==> src/rtl/pushpull_pot_sample_qualifier_top_assert.svh <==
// ----------------------------------------------------------------------------
// Push-pull pot sample qualifier: assertion macros
// Concurrent checks that vanish in synthesis builds.
// ----------------------------------------------------------------------------
`ifndef PUSHPULL_POT_SAMPLE_QUALIFIER_TOP_ASSERT_SVH
`define PUSHPULL_POT_SAMPLE_QUALIFIER_TOP_ASSERT_SVH

`ifndef SYNTHESIS
// same-cycle implication
`define PPSQ_ASSERT_IMPL(label, clk, rst_n, ante, cons) \
    label: assert property (@(posedge clk) disable iff (!rst_n) (ante) |-> (cons)) \
        else $error("ppsq assertion failed");
// next-cycle implication
`define PPSQ_ASSERT_NEXT(label, clk, rst_n, ante, cons) \
    label: assert property (@(posedge clk) disable iff (!rst_n) (ante) |=> (cons)) \
        else $error("ppsq assertion failed");
`else
`define PPSQ_ASSERT_IMPL(label, clk, rst_n, ante, cons)
`define PPSQ_ASSERT_NEXT(label, clk, rst_n, ante, cons)
`endif

`endif

==> src/rtl/ppsq_pkg.sv <==
`timescale 1ns / 1ps
// ----------------------------------------------------------------------------
// Push-pull pot sample qualifier package
// Item types, register indexes, outcome codes and fixed constants.
// ----------------------------------------------------------------------------
package ppsq_pkg;

    typedef struct packed {
        logic [2:0]         pot_index;
        logic [11:0]        sense_before;
        logic [11:0]        sense_after;
        logic signed [15:0] wiper_sample;
    } t_in_item;

    typedef struct packed {
        logic [2:0]  pot_number;
        logic [13:0] position;
        logic        pulled;
        logic [1:0]  outcome;
    } t_out_item;

    // configuration register indexes
    localparam int          CAL_COUNT    = 6;
    localparam logic [2:0]  REG_JUMP_THR = 3'd6;
    localparam logic [2:0]  REG_CONF_TOL = 3'd7;
    localparam logic [39:0] CAL_RESET [CAL_COUNT] = '{
        40'd620625779713, 40'd564790078465, 40'd619550978049,
        40'd1071595897857, 40'd605591250945, 40'd566937580545
    };
    localparam logic [13:0] JUMP_THR_RESET = 14'd1500;
    localparam logic [13:0] CONF_TOL_RESET = 14'd600;

    // outcome codes
    localparam logic [1:0] OUT_DISCARD  = 2'd0;
    localparam logic [1:0] OUT_MISMATCH = 2'd1;
    localparam logic [1:0] OUT_PENDING  = 2'd2;
    localparam logic [1:0] OUT_COMMIT   = 2'd3;

    // sense bands as sample codes (v = s * 3.3 / 4095)
    localparam logic [11:0] NRM_PULL_MAX  = 12'd186;   // below 0.15 V
    localparam logic [11:0] NRM_PRESS_MIN = 12'd1490;  // above 1.2 V
    localparam logic [11:0] MIR_PULL_MAX  = 12'd3102;  // below 2.5 V
    localparam logic [11:0] MIR_PRESS_MIN = 12'd3847;  // above 3.1 V
    localparam logic [2:0]  REVERSED_POT  = 3'd3;

    // resistance: 330 * raw / (26400 - raw) ohms
    localparam logic signed [15:0] RAW_OPEN_MIN  = 16'sd26000;
    localparam logic signed [15:0] RAW_SHORT_MAX = 16'sd8;
    localparam logic [15:0]        RD_BASE       = 16'd26400;
    localparam logic [9:0]         OHM_GAIN      = 10'd330;
    localparam logic [23:0]        OPEN_OHMS     = 24'd1000000;

    localparam logic [13:0] FULL_SCALE = 14'd10000;

    // sequencer step counts
    localparam logic [3:0] MUL_STEPS   = 4'd10;
    localparam logic [3:0] SCALE_STEPS = 4'd4;   // x5 four times = x625
    localparam logic [3:0] DIV_STEPS   = 4'd14;

endpackage

==> src/rtl/pushpull_pot_sample_qualifier_top.sv <==
`timescale 1ns / 1ps
// ----------------------------------------------------------------------------
// Push-pull pot sample qualifier
// Classifies switch sense, debounces pull state, turns the wiper sample into
// a calibrated position and filters jumps, one pot scan at a time.
// ----------------------------------------------------------------------------
//  channel  | handshake                  | payload
//  in       | i_in_valid / o_in_stall    | i_in_data  (t_in_item)
//  out      | o_out_valid / i_out_stall  | o_out_data (t_out_item)
//  cfg      | i_cfg_we                   | i_cfg_idx, i_cfg_data
//
// A full scan runs from accept to result through a check step, a 10-step
// bit-serial multiplier, four x5 scaling steps, a 14-step restoring divider
// and the mirror and update steps. Discarded, mismatched, out-of-range and
// zero-span scans go from the check step to the update step, clamped
// positions from the compare step. The next item is taken the cycle after
// the result is registered; a stalled result holds only the update step.
// Reset is synchronous; it restores calibration and clears all pot state.
// ----------------------------------------------------------------------------
`include "pushpull_pot_sample_qualifier_top_assert.svh"

module pushpull_pot_sample_qualifier_top
    import ppsq_pkg::*;
#(
    parameter int POT_COUNT          = 6,
    parameter int PULL_CONFIRM_COUNT = 8
) (
    input  logic      i_clk,
    input  logic      i_rst_n,
    input  logic      i_in_valid,
    output logic      o_in_stall,
    input  t_in_item  i_in_data,
    output logic      o_out_valid,
    input  logic      i_out_stall,
    output t_out_item o_out_data,
    input  logic      i_cfg_we,
    input  logic [2:0]  i_cfg_idx,
    input  logic [39:0] i_cfg_data
);

    localparam int IDX_W = (POT_COUNT > 1) ? $clog2(POT_COUNT) : 1;
    localparam int CNT_W = $clog2(PULL_CONFIRM_COUNT + 1);

    typedef enum logic [3:0] {
        S_IDLE, S_CHK, S_MUL, S_NUM, S_CMP, S_SCALE, S_DINIT, S_DIV, S_MIR, S_UPD
    } t_state;

    typedef enum logic [1:0] {
        CLS_PRESSED, CLS_PULLED, CLS_FLIGHT
    } t_cls;

    function automatic t_cls classify(input logic [11:0] s, input logic mirror);
        t_cls c;
        c = CLS_FLIGHT;
        if (mirror) begin
            if (s >= MIR_PRESS_MIN)     c = CLS_PRESSED;
            else if (s <= MIR_PULL_MAX) c = CLS_PULLED;
        end else begin
            if (s <= NRM_PULL_MAX)       c = CLS_PULLED;
            else if (s >= NRM_PRESS_MIN) c = CLS_PRESSED;
        end
        return c;
    endfunction

    // configuration
    logic [39:0] r_cal [CAL_COUNT];
    logic [13:0] r_jump_thr;
    logic [13:0] r_conf_tol;

    // per-pot state
    logic [13:0]      r_committed [POT_COUNT];
    logic [13:0]      r_pending   [POT_COUNT];
    logic             r_pend_vld  [POT_COUNT];
    logic             r_pull      [POT_COUNT];
    logic [CNT_W-1:0] r_agree_cnt [POT_COUNT];

    // sequencer
    t_state     r_state;
    logic [3:0] r_cnt;
    t_in_item   r_in;
    logic [IDX_W-1:0] r_idx;
    logic       r_mirror;
    logic       r_pulled_now;
    logic       r_hold;
    logic       r_in_range;
    logic [1:0] r_outcome;
    logic       r_open;
    logic       r_span_neg;

    // serial multiplier
    logic [24:0] r_a_rd;
    logic [23:0] r_a_raw;
    logic [9:0]  r_m_lo;
    logic [9:0]  r_m_span;
    logic [9:0]  r_m_k;
    logic [24:0] r_acc_lo;
    logic [24:0] r_acc_den;
    logic [23:0] r_acc_rn;

    // scaling and divider
    logic signed [25:0] r_num;
    logic [34:0] r_x;
    logic [25:0] r_rem;
    logic [13:0] r_qsh;
    logic [13:0] r_p;

    // output stage
    logic      r_out_valid;
    t_out_item r_out;

    // combinational helpers
    logic        in_range;
    t_cls        cls_a;
    t_cls        cls_b;
    logic [39:0] cal_sel;
    logic [9:0]  cal_lo;
    logic [9:0]  cal_hi;
    logic        raw_open;
    logic        raw_short;
    logic [15:0] rd_full;
    logic [23:0] rn_eff;
    logic [25:0] rem_shift;
    logic        rem_ge;
    logic [38:0] dividend;
    logic [13:0] diff_c;
    logic [13:0] diff_p;
    logic [13:0] cur_c;
    logic [13:0] cur_p;
    logic [CNT_W-1:0] cnt_inc;
    logic        out_free;

    always_comb begin
        in_range  = int'(r_in.pot_index) < POT_COUNT;
        cls_a     = classify(r_in.sense_before, r_in.pot_index == REVERSED_POT);
        cls_b     = classify(r_in.sense_after,  r_in.pot_index == REVERSED_POT);
        cal_sel   = (int'(r_in.pot_index) < CAL_COUNT) ? r_cal[r_in.pot_index] : '0;
        cal_lo    = (cls_a == CLS_PULLED) ? cal_sel[29:20] : cal_sel[9:0];
        cal_hi    = (cls_a == CLS_PULLED) ? cal_sel[39:30] : cal_sel[19:10];
        raw_open  = r_in.wiper_sample >= RAW_OPEN_MIN;
        raw_short = r_in.wiper_sample <= RAW_SHORT_MAX;
        rd_full   = RD_BASE - r_in.wiper_sample;
        rn_eff    = r_open ? OPEN_OHMS : r_acc_rn;
        rem_shift = {r_rem[24:0], r_qsh[13]};
        rem_ge    = rem_shift >= {1'b0, r_acc_den};
        dividend  = {r_x, 4'b0000} + {15'b0, r_acc_den[24:1]};
        cur_c     = r_committed[r_idx];
        cur_p     = r_pending[r_idx];
        diff_c    = (r_p > cur_c) ? r_p - cur_c : cur_c - r_p;
        diff_p    = (r_p > cur_p) ? r_p - cur_p : cur_p - r_p;
        cnt_inc   = r_agree_cnt[r_idx] + 1'b1;
        out_free  = !r_out_valid || !i_out_stall;
    end

    // configuration writes
    always_ff @(posedge i_clk) begin
        if (!i_rst_n) begin
            for (int i = 0; i < CAL_COUNT; i++) r_cal[i] <= CAL_RESET[i];
            r_jump_thr <= JUMP_THR_RESET;
            r_conf_tol <= CONF_TOL_RESET;
        end else if (i_cfg_we) begin
            if (int'(i_cfg_idx) < CAL_COUNT) begin
                r_cal[i_cfg_idx] <= i_cfg_data;
            end else if (i_cfg_idx == REG_JUMP_THR) begin
                r_jump_thr <= i_cfg_data[13:0];
            end else if (i_cfg_idx == REG_CONF_TOL) begin
                r_conf_tol <= i_cfg_data[13:0];
            end
        end
    end

    // pot state, sequencer and output register
    always_ff @(posedge i_clk) begin
        if (!i_rst_n) begin
            r_state     <= S_IDLE;
            r_out_valid <= 1'b0;
            for (int i = 0; i < POT_COUNT; i++) begin
                r_committed[i] <= '0;
                r_pending[i]   <= '0;
                r_pend_vld[i]  <= 1'b0;
                r_pull[i]      <= 1'b0;
                r_agree_cnt[i] <= '0;
            end
        end else begin
            // the update step sets valid itself
            if (r_out_valid && !i_out_stall && r_state != S_UPD) r_out_valid <= 1'b0;

            case (r_state)
                S_IDLE: begin
                    if (i_in_valid) begin
                        r_in    <= i_in_data;
                        r_state <= S_CHK;
                    end
                end

                S_CHK: begin
                    r_idx        <= IDX_W'(r_in.pot_index);
                    r_in_range   <= in_range;
                    r_mirror     <= r_in.pot_index == REVERSED_POT;
                    r_pulled_now <= cls_a == CLS_PULLED;
                    r_open       <= raw_open;
                    r_span_neg   <= cal_hi < cal_lo;
                    r_p          <= '0;
                    r_a_rd       <= (raw_open || raw_short) ? 25'd1 : {10'b0, rd_full[14:0]};
                    r_a_raw      <= (raw_open || raw_short) ? '0
                                                            : {9'b0, r_in.wiper_sample[14:0]};
                    r_m_lo       <= cal_lo;
                    r_m_span     <= (cal_hi < cal_lo) ? cal_lo - cal_hi : cal_hi - cal_lo;
                    r_m_k        <= OHM_GAIN;
                    r_acc_lo     <= '0;
                    r_acc_den    <= '0;
                    r_acc_rn     <= '0;
                    r_cnt        <= MUL_STEPS - 1'b1;
                    if (!in_range || cls_a == CLS_FLIGHT) begin
                        r_hold    <= 1'b1;
                        r_outcome <= OUT_DISCARD;
                        r_state   <= S_UPD;
                    end else if (cls_a != cls_b) begin
                        r_hold    <= 1'b1;
                        r_outcome <= OUT_MISMATCH;
                        r_state   <= S_UPD;
                    end else if (cal_hi == cal_lo) begin
                        // zero span: position 0, no mirroring
                        r_hold  <= 1'b0;
                        r_state <= S_UPD;
                    end else begin
                        r_hold  <= 1'b0;
                        r_state <= S_MUL;
                    end
                end

                S_MUL: begin
                    // one multiplier bit per cycle for all three products
                    if (r_m_lo[0])   r_acc_lo  <= r_acc_lo + r_a_rd;
                    if (r_m_span[0]) r_acc_den <= r_acc_den + r_a_rd;
                    if (r_m_k[0])    r_acc_rn  <= r_acc_rn + r_a_raw;
                    r_m_lo   <= r_m_lo >> 1;
                    r_m_span <= r_m_span >> 1;
                    r_m_k    <= r_m_k >> 1;
                    r_a_rd   <= r_a_rd << 1;
                    r_a_raw  <= r_a_raw << 1;
                    r_cnt    <= r_cnt - 1'b1;
                    if (r_cnt == '0) r_state <= S_NUM;
                end

                S_NUM: begin
                    // follow the sign of the span
                    r_num   <= r_span_neg ? $signed({1'b0, r_acc_lo} - {2'b0, rn_eff})
                                          : $signed({2'b0, rn_eff} - {1'b0, r_acc_lo});
                    r_state <= S_CMP;
                end

                S_CMP: begin
                    if (r_num[25] || r_num == '0) begin
                        r_p     <= r_mirror ? FULL_SCALE : '0;
                        r_state <= S_UPD;
                    end else if (r_num[24:0] >= r_acc_den) begin
                        r_p     <= r_mirror ? '0 : FULL_SCALE;
                        r_state <= S_UPD;
                    end else begin
                        r_x     <= {10'b0, r_num[24:0]};
                        r_cnt   <= SCALE_STEPS - 1'b1;
                        r_state <= S_SCALE;
                    end
                end

                S_SCALE: begin
                    r_x   <= r_x + {r_x[32:0], 2'b00};
                    r_cnt <= r_cnt - 1'b1;
                    if (r_cnt == '0) r_state <= S_DINIT;
                end

                S_DINIT: begin
                    // num * 10000 + den / 2; top part stays below den
                    r_rem   <= {1'b0, dividend[38:14]};
                    r_qsh   <= dividend[13:0];
                    r_cnt   <= DIV_STEPS - 1'b1;
                    r_state <= S_DIV;
                end

                S_DIV: begin
                    r_rem <= rem_ge ? rem_shift - {1'b0, r_acc_den} : rem_shift;
                    r_qsh <= {r_qsh[12:0], rem_ge};
                    r_cnt <= r_cnt - 1'b1;
                    if (r_cnt == '0) r_state <= S_MIR;
                end

                S_MIR: begin
                    r_p     <= r_mirror ? FULL_SCALE - r_qsh : r_qsh;
                    r_state <= S_UPD;
                end

                S_UPD: begin
                    if (out_free) begin
                        r_out_valid      <= 1'b1;
                        r_out.pot_number <= r_in.pot_index;
                        r_state          <= S_IDLE;
                        if (!r_in_range) begin
                            r_out.position <= '0;
                            r_out.pulled   <= 1'b0;
                            r_out.outcome  <= OUT_DISCARD;
                        end else if (r_hold) begin
                            r_out.position <= cur_c;
                            r_out.pulled   <= r_pull[r_idx];
                            r_out.outcome  <= r_outcome;
                        end else begin
                            // debounce the pull state
                            if (r_pulled_now != r_pull[r_idx]) begin
                                if (cnt_inc >= CNT_W'(PULL_CONFIRM_COUNT)) begin
                                    r_pull[r_idx]      <= r_pulled_now;
                                    r_agree_cnt[r_idx] <= '0;
                                    r_out.pulled       <= r_pulled_now;
                                end else begin
                                    r_agree_cnt[r_idx] <= cnt_inc;
                                    r_out.pulled       <= r_pull[r_idx];
                                end
                            end else begin
                                r_agree_cnt[r_idx] <= '0;
                                r_out.pulled       <= r_pull[r_idx];
                            end
                            // jump filter
                            if (diff_c > r_jump_thr && !(r_pend_vld[r_idx] &&
                                                         diff_p < r_conf_tol)) begin
                                r_pending[r_idx]  <= r_p;
                                r_pend_vld[r_idx] <= 1'b1;
                                r_out.position    <= cur_c;
                                r_out.outcome     <= OUT_PENDING;
                            end else begin
                                r_committed[r_idx] <= r_p;
                                r_pend_vld[r_idx]  <= 1'b0;
                                r_out.position     <= r_p;
                                r_out.outcome      <= OUT_COMMIT;
                            end
                        end
                    end
                end

                default: r_state <= S_IDLE;
            endcase
        end
    end

    assign o_in_stall  = r_state != S_IDLE;
    assign o_out_valid = r_out_valid;
    assign o_out_data  = r_out;

    `PPSQ_ASSERT_IMPL(a_div_rem_below_den, i_clk, i_rst_n, r_state == S_DIV, r_rem < 26'(r_acc_den))
    `PPSQ_ASSERT_IMPL(a_out_pos_in_range, i_clk, i_rst_n, o_out_valid, o_out_data.position <= FULL_SCALE)
    `PPSQ_ASSERT_NEXT(a_upd_gives_result, i_clk, i_rst_n, r_state == S_UPD && out_free, o_out_valid && !o_in_stall)

endmodule

==> config.mk <==
export PLATFORM = sky130hd
export DESIGN_NAME = pushpull_pot_sample_qualifier_top
export DESIGN_NICKNAME = d
export VERILOG_FILES = /design/src/rtl/ppsq_pkg.sv /design/src/rtl/pushpull_pot_sample_qualifier_top.sv
export VERILOG_INCLUDE_DIRS = /design/src /design/src/rtl
export SDC_FILE = /design/constraint.sdc
export NUM_CORES = 2
export LEC_CHECK = 0
export BUFFER_PORTS_ARGS = -buffer_cell sky130_fd_sc_hd__buf_4
export CAP_MARGIN = 5
export CORE_AREA = 2 2 433 220
export DETAILED_ROUTE_END_ITERATION = 16
export DIE_AREA = 0 0 435 222
export PLACE_DENSITY = 0.75
export SLEW_MARGIN = 20
export SYNTH_ARGS = -nofsm -noshare
export SYNTH_HDL_FRONTEND = slang
export SYNTH_SLANG_ARGS = --single-unit
==> constraint.sdc <==
create_clock -name i_clk -period 11.6 [get_ports i_clk]
set_input_delay 1.74 -clock i_clk [delete_from_list [all_inputs] [get_ports i_clk]]
set_output_delay 1.74 -clock i_clk [all_outputs]
set_load 0.02 [all_outputs]
==> results.md <==
- Initial antenna violation count: 6
- I/O Buffers: ~110
- Effective utilization at floorplan: about three fifths
- Final Slew Violations: 0
- Slew HR: 24.5%
- Worst Path Max Fanout: 37
- First-pass DRT Iterations: 6
- Number of synthesis warnings: 0
- Num ports: about 110
- Register area share after synthesis: a little over half
- RSZ-0062 raised after global routing: no
- # hold bufs at CTS: 0
- Die area: around 97000 um2
- Final Hold Vio Count: 0
- Status: finished, final reports clean
- Post-DP HPWL: around 96000 um
- Final period util: between 70 and 80%
- WHS Endpoint: r_conf_tol[13]
- R2R cell count: 27
- Area Growth Syn to Fin: 9.94%
- Async set-reset flop share out of synthesis: 0%
- Max_cap viols: 0
- Clk sink count: slightly below 1000
- Min Tclk post-route: between 9 and 10 ns
- Yosys reg bits: slightly below 1000
- DIE WIDTH: ~440 um
- Worst vdd ir: ~290 uV
- First-pass GRT wire length: about 210000 um
- Share of cells above drive strength 1: about an eighth
- Mapped Cells: 4676
- CTS H-tree lvls: 3
- DR vias: approximately 38000
- Placeable Area: a little over 90000 um2
- Total Wirelength: around 140000 um
- Vias in the first global route: 37800
- P per Cell Area: roughly 220 nW/um2
- Number of enable flip-flop cells after synthesis: around 930
- Via density: 6.23
- CTS tree: built
- Highest Clock Rate: around 110 MHz
- Most frequent cell after synthesis: edfxtp_1
- Clock Latency Late Sink: 0.70 ns
- Dpl cell area: around 57000 um2
- Crit Path Class: flop to flop
- Setup ws final: 2.36 ns
- Most area-consuming cells after synthesis: edfxtp_1 (51%), ha_1 (7.5%), mux4_2 (7.0%)
- DRC Markers: 0
- Pin slew with the least headroom to its limit: ~1.1 ns
- Clk pin slew, worst setup/hold paths: roughly 0.070 ns
- Worst hold stages: 2
- Final count of negative-setup-slack endpoints: 0
- WP data arrival: 9.56 ns
- Dpl ws: approximately 2.4 ns
- Post-Syn Area: around 54000 um2
- Most frequent cells after synthesis: edfxtp_1 (925), nand2_1 (462), nor2_1 (431)
- Min-delay src: r_conf_tol[13]
- Routability cong.: approximately 0.93
- Tot GR Track Use: about 28%
- Area leader, netlist: edfxtp_1
- LEAKAGE: about 23 nW
- Yosys top cell area share: 51.1%
- Worst-case clock buffer depth: 3
- Final Cell Area: 59800 um2
- Pin count of the biggest net entering global routing: just over 80
- Rows: ~80
- Resized Gates After CTS: 0
- Worst Clk Skew: between 0.03 and 0.04 ns
- Worst r2r dst: r_committed[4][5]
- Die height: 222 um
- Remaining Overflow, GRT: 0
- CP endpoint kind: flop
- CTS buffer count: 88
- Most common flop cell mapped by yosys: edfxtp_1
- Layout Nets: between 5000 and 6000
- Synth Area per Inst: ~12 um2
- Initial DRC Count: about 4100
- Startpoint types: flop
- Setup TNS: 0 ns
- Drt wl/cell: 22.5 um
- Antenna viol nets, final: 0
- Distinct cells, synth: between 80 and 90
- Clk root buf: clkbuf_16
- HP Class: flop to flop
- # Post-CTS Setup Buffers: 0
- R2r setup slk: around 2.4 ns
- Worst EP required: 11.93 ns
report_power, final:
group	leakage [nW]	switching, mW	internal [mW]
clock	1.35	1.34	1.58
combinational	12.6	3.42	2.22
sequential	9.15	0.377	4.38
sequential cells by signal, indices dropped and copies added (netlist names), 10 cells and up, named ones only:
name,flops
r_in,43
r_m_span,10
r_m_lo,10
r_jump_thr,14
r_a_raw,24
r_committed,112
r_acc_lo,25
r_agree_cnt,32
r_rem,25
r_a_rd,25
r_num,26
r_cal,320
r_qsh,14
r_conf_tol,14
r_p,14
o_out_data,20
r_acc_den,25
r_x,35
r_acc_rn,24
r_pending,112
critical path, stage by stage, from the launching register on:
cell      delay, ns
dfxtp_4        0.83
mux4_2         0.59
mux2_2         0.32
ha_1           0.21
inv_1          0.07
fa_1           0.19
a21oi_1        0.11
o211ai_2       0.19
or4b_4         0.50
a21oi_4        0.70
mux2_2         0.41
a2111o_1       0.44
nand2_1        0.10
nand2_1        0.07
a221oi_2       0.25
xnor2_1        0.16
ha_1           0.28
a21o_1         0.19
a21o_1         0.18
a21o_1         0.18
a21oi_1        0.13
o21ai_0        0.09
a21oi_1        0.15
o21ai_0        0.27
and2_1         0.25
buf_4          0.25
a21oi_1        0.94
nand2b_1       0.74
logic make-up after synthesis:
family | after synthesis | synth area share [%]
DFF | 974 | 52.9
other | 1 | 0.00690
and+or+nand+nor | 1472 | 12.7
buffers and inverters | 511 | 3.58
muxes | 256 | 8.66
xor gates and xnor gates | 218 | 3.51
AOI/OAI and AO/OA | 903 | 10.6
adders and majority gates | 341 | 8.04
metal layers:
metal / wire (um) / track usage, %
met2: 62200 / 44.3
met1: 58300 / 40.5
met5: 18 / 0
met3: 13200 / 5.69
met4: 4240 / 9.18
cells in the final DEF, fill, tap and decap left out, types with 9 or more instances in the layout:
cell type and count:
a211oi_1 42, a21boi_0 26, a21o_1 142, a21oi_1 247, a31oi_1 32, and2_1 84
and3_1 59, buf_4 176, clkbuf_1 22, clkbuf_16 88, clkinv_1 18, clkinv_2 9
conb_1 88, dfxtp_1 44, edfxtp_1 925, fa_1 14, ha_1 327, inv_1 285
mux2_2 32, mux2i_1 55, mux4_2 168, nand2_1 457, nand2b_1 61, nand3_1 63
nand4_1 34, nor2_1 424, nor2b_1 45, nor3_1 76, nor4_1 66, o211ai_1 33
o21a_1 29, o21ai_0 203, o21bai_1 23, o31ai_1 19, or2_2 19, or3_1 15
xnor2_1 113, xor2_1 105
how the worst max path moves through the flow:
stage	end	cells after the start	slack, ns	from
6_report	r_committed[4][5]	27	2.36	flop
5_1_grt	r_committed[4][5]	27	1.79	flop
2_1_floorplan	r_committed[5][0]	31	3.31	flop
3_5_place_dp	r_committed[4][5]	27	2.41	flop
4_1_cts	r_committed[4][5]	27	2.37	flop
3_3_place_gp	r_committed[4][1]	27	2.53	flop
stage by stage:
step           instances  power (mW)  hold slack, ns  util, %
4_1_cts             6129        13.2           0.469     64.5
6_report            6133        13.3           0.466     64.6
3_5_place_dp        5973        10.3           0.459     61.5
5_1_grt             6133        14.0           0.483     64.6
2_1_floorplan       4763        8.83           0.431        -
3_3_place_gp        5971        10.2           0.454     61.5
area by class of cell:
type	count	area, um2
timing repair buffer	179	1390
sequential	974	28800
clock buffer	112	2310
multi-input combinational	3278	24100
inverter	288	1080
tap	1255	1570
fill	7036	32800
antenna	3	7.51
clock inverter	44	489
Note: power is estimated with default switching activity, not from simulation.
